<file path="src/sv/rmf_pkg.sv">
// Shared types, constants and helpers for the running median filter.
package rmf_pkg;

  localparam int SAMPLE_BITS = 16;
  localparam int TDATA_BITS  = ((SAMPLE_BITS + 7) / 8) * 8;
  localparam int HIST_DEPTH  = 6;
  // Largest even count of earlier samples that fits in the history.
  localparam int HIST_FIT    = (HIST_DEPTH / 2) * 2;
  localparam int WIN_LEN     = HIST_FIT + 1;
  localparam int MID_RANK    = HIST_FIT / 2;
  localparam int CNT_BITS    = $clog2(WIN_LEN + 1);
  localparam int MODE_BITS   = 2;
  localparam int PREV_BITS   = 3;

  localparam logic [MODE_BITS-1:0] MODE_3 = 2'd0;
  localparam logic [MODE_BITS-1:0] MODE_5 = 2'd1;
  localparam logic [MODE_BITS-1:0] MODE_7 = 2'd2;

  typedef logic signed [SAMPLE_BITS-1:0] sample_t;
  typedef logic [WIN_LEN-1:0][SAMPLE_BITS-1:0] window_t;
  typedef logic [WIN_LEN-1:0][WIN_LEN-1:0] cmp_mat_t;

  localparam sample_t SAMPLE_MIN = {1'b1, {(SAMPLE_BITS - 1){1'b0}}};
  localparam sample_t SAMPLE_MAX = {1'b0, {(SAMPLE_BITS - 1){1'b1}}};

  // Stage advance strobes handed from the top level to the selection pipeline.
  typedef struct packed {
    logic adv_cmp;
    logic adv_out;
  } rmf_ctl_t;

  // Number of earlier samples that join the window for a given mode.
  function automatic logic [PREV_BITS-1:0] prev_count(input logic [MODE_BITS-1:0] mode);
    logic [PREV_BITS-1:0] p;
    case (mode)
      MODE_3:  p = 3'd2;
      MODE_5:  p = 3'd4;
      MODE_7:  p = 3'd6;
      default: p = 3'd6;
    endcase
    if (p > PREV_BITS'(HIST_FIT)) begin
      p = PREV_BITS'(HIST_FIT);
    end
    return p;
  endfunction

endpackage

</file>
<file path="src/sv/rmf_cell.sv">
// One history cell: holds a raw sample and passes it down the chain.
module rmf_cell (
  input  logic             clk,
  input  logic             fill,
  input  logic             shift,
  input  rmf_pkg::sample_t fill_in,
  input  rmf_pkg::sample_t shift_in,
  output rmf_pkg::sample_t q
);
  import rmf_pkg::*;

  sample_t held;

  always_ff @(posedge clk) begin
    if (fill) begin
      held <= fill_in;
    end else if (shift) begin
      held <= shift_in;
    end
  end

  assign q = held;

endmodule

</file>
<file path="src/sv/rmf_select.sv">
// Median selection: a stage of pairwise compares, then rank counting into the output register.
module rmf_select (
  input  logic              clk,
  input  rmf_pkg::rmf_ctl_t ctl,
  input  rmf_pkg::window_t  win,
  output rmf_pkg::sample_t  median
);
  import rmf_pkg::*;

  window_t  win2;
  cmp_mat_t lt2;
  cmp_mat_t eq2;
  cmp_mat_t lt_next;
  cmp_mat_t eq_next;
  sample_t  pick;
  sample_t  median_reg;

  // Every pair is compared independently; row i says which entries lie below or at entry i.
  always_comb begin
    for (int i = 0; i < WIN_LEN; i++) begin
      for (int j = 0; j < WIN_LEN; j++) begin
        lt_next[i][j] = $signed(win[j]) < $signed(win[i]);
        eq_next[i][j] = win[j] == win[i];
      end
    end
  end

  always_ff @(posedge clk) begin
    if (ctl.adv_cmp) begin
      win2 <= win;
      lt2  <= lt_next;
      eq2  <= eq_next;
    end
  end

  // An entry is the median when the middle rank falls within its run of equal values.
  always_comb begin
    logic [CNT_BITS-1:0] below;
    logic [CNT_BITS-1:0] same;
    pick = win2[0];
    for (int i = WIN_LEN - 1; i >= 0; i--) begin
      below = CNT_BITS'($countones(lt2[i]));
      same  = CNT_BITS'($countones(eq2[i]));
      if (below <= CNT_BITS'(MID_RANK) && CNT_BITS'(MID_RANK) < below + same) begin
        pick = win2[i];
      end
    end
  end

  always_ff @(posedge clk) begin
    if (ctl.adv_out) begin
      median_reg <= pick;
    end
  end

  assign median = median_reg;

endmodule

</file>
<file path="src/sv/running_median_filter.sv">
// Top level of the running median filter with 3, 5 or 7 sample windows.
//
// Each input word carries one signed sample; each output word carries the
// median of that sample and the 2, 4 or 6 raw samples before it, as chosen
// by window_mode (0, 1 or 2; code 3 acts as 2). The history is a chain of
// six cells that shift on every accepted word and always hold raw inputs.
// The first word after reset or after any write to window_mode fills every
// cell with its sample and is passed through as its own median. Throughput
// is one word per clock cycle while the output is not stalled. Each word is
// latched into the window register, then into the pairwise compare matrix,
// and then rank counted into the output register. Shorter windows are padded
// with equal numbers of minimum and maximum values so that the same
// seven-entry selection serves every mode. Each stage only waits when the
// stage after it is full and stalled, so new words are taken while a
// finished median waits at the output. Write window_mode only while no word
// is in flight.
module running_median_filter (
  input  logic                                 clk,
  input  logic                                 rst,
  // Configuration: window_mode.
  input  logic                                 cfg_we,
  input  logic [rmf_pkg::MODE_BITS-1:0]        cfg_data,
  // Input stream. s_tdata: sample in bits 15:0.
  input  logic                                 s_tvalid,
  output logic                                 s_tready,
  input  logic [rmf_pkg::TDATA_BITS-1:0]       s_tdata,
  // Output stream. m_tdata: median in bits 15:0.
  output logic                                 m_tvalid,
  input  logic                                 m_tready,
  output logic [rmf_pkg::TDATA_BITS-1:0]       m_tdata
);
  import rmf_pkg::*;

  logic [MODE_BITS-1:0] window_mode;
  logic                 primed;
  logic                 accept;
  logic                 fill;
  logic                 shift;
  sample_t              sample;
  sample_t              hist [HIST_DEPTH];
  logic [PREV_BITS-1:0] prev;
  window_t              win_next;
  window_t              win1;
  logic                 v1;
  logic                 v2;
  logic                 v3;
  logic                 en1;
  logic                 en2;
  logic                 en3;
  rmf_ctl_t             ctl;
  sample_t              median;

  assign sample = s_tdata[SAMPLE_BITS-1:0];

  // Each stage may advance when it is empty or the stage after it advances.
  assign en3      = !v3 || m_tready;
  assign en2      = !v2 || en3;
  assign en1      = !v1 || en2;
  assign s_tready = en1;
  assign accept   = s_tvalid && s_tready;
  assign fill     = accept && !primed;
  assign shift    = accept && primed;

  always_ff @(posedge clk) begin
    if (rst) begin
      window_mode <= MODE_3;
      primed      <= 1'b0;
    end else if (cfg_we) begin
      window_mode <= cfg_data;
      primed      <= 1'b0;
    end else if (accept) begin
      primed <= 1'b1;
    end
  end

  // History chain: cell 0 takes the new sample, each later cell takes its neighbor.
  for (genvar g = 0; g < HIST_DEPTH; g++) begin : g_cell
    rmf_cell u_cell (
      .clk      (clk),
      .fill     (fill),
      .shift    (shift),
      .fill_in  (sample),
      .shift_in ((g == 0) ? sample : hist[(g == 0) ? 0 : g - 1]),
      .q        (hist[g])
    );
  end

  assign prev = prev_count(window_mode);

  // Build the window. Entries beyond the selected length alternate between
  // the smallest and largest values, which leaves the median unchanged.
  // While unprimed every entry is the sample itself.
  always_comb begin
    win_next[0] = sample;
    for (int i = 1; i < WIN_LEN; i++) begin
      if (!primed) begin
        win_next[i] = sample;
      end else if (i <= int'(prev)) begin
        win_next[i] = hist[i - 1];
      end else if (((i - int'(prev)) % 2) == 1) begin
        win_next[i] = SAMPLE_MIN;
      end else begin
        win_next[i] = SAMPLE_MAX;
      end
    end
  end

  always_ff @(posedge clk) begin
    if (en1 && accept) begin
      win1 <= win_next;
    end
  end

  always_ff @(posedge clk) begin
    if (rst) begin
      v1 <= 1'b0;
      v2 <= 1'b0;
      v3 <= 1'b0;
    end else begin
      if (en1) begin
        v1 <= accept;
      end
      if (en2) begin
        v2 <= v1;
      end
      if (en3) begin
        v3 <= v2;
      end
    end
  end

  assign ctl.adv_cmp = en2;
  assign ctl.adv_out = en3;

  rmf_select u_select (
    .clk    (clk),
    .ctl    (ctl),
    .win    (win1),
    .median (median)
  );

  assign m_tvalid = v3;
  assign m_tdata  = TDATA_BITS'($unsigned(median));

endmodule

</file>
<file path="config.mk">
export PLATFORM = sky130hd
export DESIGN_NAME = running_median_filter
export DESIGN_NICKNAME = d
export VERILOG_FILES = /design/src/sv/rmf_pkg.sv /design/src/sv/rmf_cell.sv /design/src/sv/rmf_select.sv /design/src/sv/running_median_filter.sv
export SDC_FILE = /design/constraint.sdc
export NUM_CORES = 1
export LEC_CHECK = 0
export ABC_AREA = 1
export CAP_MARGIN = 20
export CORE_ASPECT_RATIO = 0.9
export CORE_MARGIN = 1
export CORE_UTILIZATION = 46
export DETAILED_ROUTE_END_ITERATION = 10
export DONT_BUFFER_PORTS = 1
export RECOVER_POWER = 100
export SYNTH_ARGS = -nofsm -noshare
export SYNTH_HDL_FRONTEND = slang
export SYNTH_SLANG_ARGS = --single-unit
</file>
<file path="constraint.sdc">
create_clock -name clk -period 6.7 [get_ports clk]
set_clock_uncertainty 0.15 [all_clocks]
set_input_delay 1.005 -clock clk [delete_from_list [all_inputs] [get_ports clk]]
set_output_delay 1.005 -clock clk [all_outputs]
set_load 0.05 [all_outputs]
</file>
==> results of run 1 <==
-- final timing paths --
check             cells past startpoint              from             endpoint  slack, ps
setup / recovery                     18  u_select.lt2[38]  u_select.median[15]        950
hold / removal                        2                v2             m_tvalid        300
setup reg to reg                     18  u_select.lt2[38]  u_select.median[15]        950
hold reg to reg                       2                v2             m_tvalid        300
-- Yosys cell counts (3+ instances only) --
cell | number | area [um2]
or4_1 | 8 | 60.1
o21ai_0 | 199 | 996
buf_6 | 8 | 90.1
xnor2_1 | 6 | 52.6
clkinv_1 | 4 | 15.0
nor3_1 | 13 | 65.1
nand2_1 | 355 | 1330
ha_1 | 388 | 4850
nor4b_1 | 10 | 87.6
inv_1 | 391 | 1470
inv_2 | 11 | 41.3
a21oi_1 | 195 | 976
fa_1 | 34 | 681
o211ai_1 | 10 | 75.1
o221ai_1 | 3 | 26.3
edfxtp_1 | 420 | 12600
nor4_2 | 5 | 62.6
xor2_1 | 18 | 158
dfxtp_1 | 6 | 120
a31oi_1 | 16 | 100
a211oi_1 | 11 | 82.6
nor4_1 | 21 | 131
nand3_1 | 90 | 450
buf_2 | 13 | 65.1
o31ai_1 | 16 | 120
nand4_1 | 46 | 288
nor2_1 | 140 | 526
o21ai_1 | 10 | 50.1
nand3b_1 | 8 | 60.1
o21a_1 | 8 | 60.1
clkbuf_1 | 25 | 93.8
-- routing by layer --
layer | share of wire | vias to the layer above | wire [um]
li1 | - | 8872 | -
met2 | 0.42 | 760 | 33700
met5 | 0 | - | 0
met1 | 0.45 | 9097 | 35700
met3 | 0.097 | 136 | 7760
met4 | 0.035 | 0 | 2770
-- through the flow --
step	instance area, um2	cells	power [uW]	util	setup WS, ps
CTS	28500	3318	10600	0.510	1520
floorplan	26000	2511	6770	-	658
global placement	26800	3233	7690	0.481	1660
global route	28400	3321	11400	0.509	685
finish	28400	3321	10700	0.509	952
detailed placement	26900	3235	7840	0.481	1520
-- critical path, cell delays in order (launching register included) --
cell and delay (ps):
edfxtp_1 380, ha_1 300, fa_1 490, ha_1 140, inv_1 40, fa_1 470, inv_1 60, fa_1 500
fa_1 420, xor2_1 220, nand2b_1 720, nand3_1 920, nand3_1 350, nand3_1 120, nand3_1 100, nand2_1 50
nand2_1 50, nand2_1 60, nand2_1 70
-- kinds of logic (layout without fill, tap and decap cells) --
group,count (synthesis),count (layout),synth area share
AND/OR/NAND/NOR,707,707,0.121
XOR/XNOR,26,26,0.00933
flip-flops,426,426,0.490
adder cells (fa/ha/maj),422,422,0.213
buffers and inverters,455,509,0.0689
AO/OA/AOI/OAI,475,475,0.0980
-- cells in the final DEF (no fill, tap or decap), types with 10 or more instances in the layout --
master	netlist	final
edfxtp_1	420	420
inv_1	391	390
ha_1	388	388
nand2_1	355	355
o21ai_0	199	199
a21oi_1	195	195
nor2_1	140	139
nand3_1	90	91
clkbuf_16	0	49
nand4_1	46	46
fa_1	34	34
nor4_1	21	26
xor2_1	18	18
o31ai_1	16	16
a31oi_1	16	16
clkbuf_1	25	15
nor3_1	13	13
a211oi_1	11	11
clkinv_1	4	10
o21ai_1	10	10
o211ai_1	10	10
nor4b_1	10	10
-- area by class of cell --
cell class | instances | area, um2 | area share
repair buffers | 18 | 129 | 0.00453
flip-flops and latches | 426 | 12700 | 0.448
clock buffers | 60 | 1340 | 0.0470
clock inverters | 23 | 294 | 0.0103
inverters | 408 | 1550 | 0.0543
multi-input cells | 1630 | 11400 | 0.403
well taps | 756 | 946 | 0.0333
-- report_power, final --
part	total (uW)	switching, uW	internal (uW)
combinational	4140	2730	1410
clock	2730	1060	1670
sequential	3770	426	3350
total	10700	4220	6430
==> out/results.txt, run 1 <==
status - finished, violations left
failing checks - capacitance limit, slew limit
Reg clk slew, reported paths - 60 ps
slew margin rel. - -0.855
worst-margin pin slew - 2780 ps
CP Data Required Time - 7000 ps
hold_ws - 296 ps
drt pass-1 iters - 5
pins over their slew limit - 385
Final setup viols - 0
initial antenna violation count - 3
Synthesized Nets - 2,956
Primary FF master, synth - edfxtp_1
maximum VDD drop - 0.290 mV
deepest clock path buffer count - 3
post-CTS sizing - 0
worst min-delay path class - reg -> reg
Worst Setup Path Type - reg -> reg
fmax - 174 MHz
postcts setup bufs - 0
die area - 57,500 um2
EDFF count, synth - 420
Area Growth Syn to Fin - 9.32%
Synth cell types - 49
Die Ht - 228 um
core area - 55,800 um2
grt peak-use layer - met2
I/O Buffers - 0
Cells after Synth - 2,511
Top Ports - 41
number of global-route vias before repair - 18,400
#FFs+latches synth - 426
Worst Path Max Fanout - 17
hold_buf cts - 0
via/cell ratio - 5.68
leak pwr - 0.0129 uW
first-pass GRT wire length - 116,000 um
total track usage - 0.282
pin count of the biggest net entering global routing - 133
Routed WL - 79,900 um
CTS buffer count - 46
Clock Sinks - 426
DRT iter0 DRCs - 1,643
remaining routing DRC violations - 0
FP Rows - 82
unrepaired setup endpoints after global routing - false
Mapped Area - 26,000 um2
grt total ovfl - 0
clk_lat worst skew - 590 ps
Antenna diodes - 0
crit share post-route - 0.858
Final Hold Fails - 0
DRT antenna net count - 0
post-DP HPWL - 61,400 um
post-synthesis sequential area ratio - 0.490
# Max-Cap Violations - 9
Root Buffer - clkbuf_16
Crit. End Element - flip-flop
Synth async-reset ratio - 0
layout cell share with drive strength beyond 1 - 0.0409
Tmin final - 5750 ps
via count - 18,900
final net count - 2,975
pwr dens - 375 nW/um2
H-Tree Depth - 2
routability cong. - 1.02
met2 usage - 0.424
TritonCTS clock tree - done
starting density of the core - 0.466
Critical Path Source Type - flip-flop
syn avg cell area - 10.4 um2
Fillers - 5,030
Ys Warns - 0
Arrival @ worst endpoint - 6040 ps
Routed WL per cell - 24.1 um
global routing usage on met1 - 0.396
Fin Setup TNS - 0 ps
die width - 253 um
met3 Usage GRT - 0.0655
Note: power is estimated with default switching activity, not from simulation.
==> inputs of run 2 (changes only) <==
--- a/config.mk
+++ b/config.mk
@@ -12,6 +12,7 @@
 export CORE_UTILIZATION = 46
 export DETAILED_ROUTE_END_ITERATION = 10
 export DONT_BUFFER_PORTS = 1
+export PLACE_DENSITY_LB_ADDON = 0.08
 export RECOVER_POWER = 100
 export SYNTH_ARGS = -nofsm -noshare
 export SYNTH_HDL_FRONTEND = slang
==> run 2 against run 1 <==
  * The flow still finishes with violations (capacitance limit, slew limit)
  * Core utilization is essentially flat
  * Clock-buffer cell count grew 3
  * Sequential share of layout area is essentially flat
  * Fmax grew 8.6%
  * Highest routed layer unchanged
==> out/results.txt, run 2 (same netlist as run 1, synthesis figures left out) <==
clk_lat worst skew - 590 ps (about the same)
routability cong. - 0.963 (-5.3%)
slew margin rel. - -0.766 (+0.0894)
CP Data Required Time - 6810 ps (-190 ps)
most frequent cells in the layout - edfxtp_1, inv_1, ha_1
Crit. End Element - flip-flop
crit share post-route - 0.790 (-0.0677)
Routed WL - 81,800 um (+2.4%)
pwr dens - 370 nW/um2 (-1.2%)
Reg clk slew, reported paths - 60 ps (about the same)
Worst Path Max Fanout - 123 (+106)
final cell utilization of the core - 0.509 (about the same)
layout cell share with drive strength beyond 1 - 0.0419 (+0.000990)
leak pwr - 0.0129 uW (about the same)
Final setup viols - 0 (unchanged)
Reg2Reg Setup Slack - 1410 ps (+450 ps)
first-pass GRT wire length - 117,000 um (+1.1%)
FP Rows - 82 (unchanged)
CTS buffer count - 46 (unchanged)
hold_buf cts - 0 (unchanged)
final net count - 2,983 (+0.27%)
via/cell ratio - 5.64 (-0.73%)
Antenna diodes - 0 (unchanged)
Clock Sinks - 426 (unchanged)
Fillers - 5,132 (+2.0%)
Final Hold Fails - 0 (unchanged)
Arrival @ worst endpoint - 5410 ps (-630 ps)
number of global-route vias before repair - 17,800 (-3.2%)
Worst Setup Path Type - reg -> reg
fmax - 189 MHz (+8.6%)
initial antenna violation count - 7 (+4)
starting density of the core - 0.466 (unchanged)
deepest clock path buffer count - 3 (unchanged)
post-CTS sizing - 0 (unchanged)
I/O Buffers - 0 (unchanged)
non-filler cells, final - 3,332 (+0.33%)
grt total ovfl - 0 (unchanged)
DRT iter0 DRCs - 1,867 (+14%)
core area - 55,800 um2 (unchanged)
failing checks - capacitance limit, slew limit
Root Buffer - clkbuf_16
DRT antenna net count - 0 (unchanged)
Critical Path Source Type - flip-flop
worst-margin pin slew - 2650 ps (-134 ps)
most common cell after layout, fill and taps aside - edfxtp_1
post-DP HPWL - 63,400 um (+3.1%)
unrepaired setup endpoints after global routing - false
total track usage - 0.288 (+0.00598)
Area Growth Syn to Fin - 9.31% (about the same)
postcts setup bufs - 0 (unchanged)
drt pass-1 iters - 5 (unchanged)
pin count of the biggest net entering global routing - 124 (-6.8%)
# Max-Cap Violations - 9 (unchanged)
Die Ht - 228 um (unchanged)
Top Ports - 41 (unchanged)
TritonCTS clock tree - done
die area - 57,500 um2 (unchanged)
via count - 18,800 (-0.40%)
Routed WL per cell - 24.6 um (+2.0%)
Fin Setup TNS - 0 ps (unchanged)
remaining routing DRC violations - 0 (unchanged)
pins over their slew limit - 299 (-22%)
Tmin final - 5290 ps (-454 ps)
Placed Cells - 3,243 (+0.25%)
die width - 253 um (unchanged)
status - finished, violations left
worst min-delay path class - reg -> reg
maximum VDD drop - 0.227 mV (-22%)
H-Tree Depth - 2 (unchanged)
-- run 2: cell type report --
| type | instances | area, um2 | share of cell area |
|---|---|---|---|
| Inverter | 408 | 1540 | 0.0542 |
| Timing Repair Buffer | 26 | 208 | 0.00731 |
| Tap cell | 756 | 946 | 0.0333 |
| Clock buffer | 63 | 1340 | 0.0471 |
| Multi-Input combinational cell | 1630 | 11400 | 0.403 |
| Sequential cell | 426 | 12700 | 0.448 |
| Clock inverter | 23 | 216 | 0.00761 |
-- run 2: through the flow --
stage                     worst slack, ps  total power (uW)  instance area [um2]  hold WS [ps]
final                                1410             10500                28400           294
after global placement               1670              7760                26900           275
after global routing                  991             11300                28400           317
after CTS                            1510             10500                28500           296
after detailed placement             1560              7860                26900           288
after floorplan                       658              6770                26000           269
-- run 2: critical path, stage by stage, from the launching register on --
cell	delay, ps
dfxtp_1	650
nand2_1	100
clkbuf_1	560
nor2_1	450
clkinvlp_4	1960
buf_12	900
-- run 2: worst paths after layout --
path                            startpoint           endpoint  cells past startpoint
worst max-delay path              m_tvalid  u_select.win2[72]                      5
worst min-delay path                    v1                 v2                      2
worst max register to register    m_tvalid  u_select.win2[72]                      5
worst min register to register          v1                 v2                      2
-- run 2: routing by layer --
metal	vias up	routed length [um]	track usage
met3	99	6060	0.0457
li1	8888	-	-
met4	0	1870	0.0753
met1	9158	38600	0.423
met2	645	35300	0.441
met5	-	0	0
-- run 2: report_power, final --
group	switching [uW]	internal, uW	total, uW
Clock	1070	1550	2620
Combinational	2700	1430	4120
Sequential	429	3350	3780
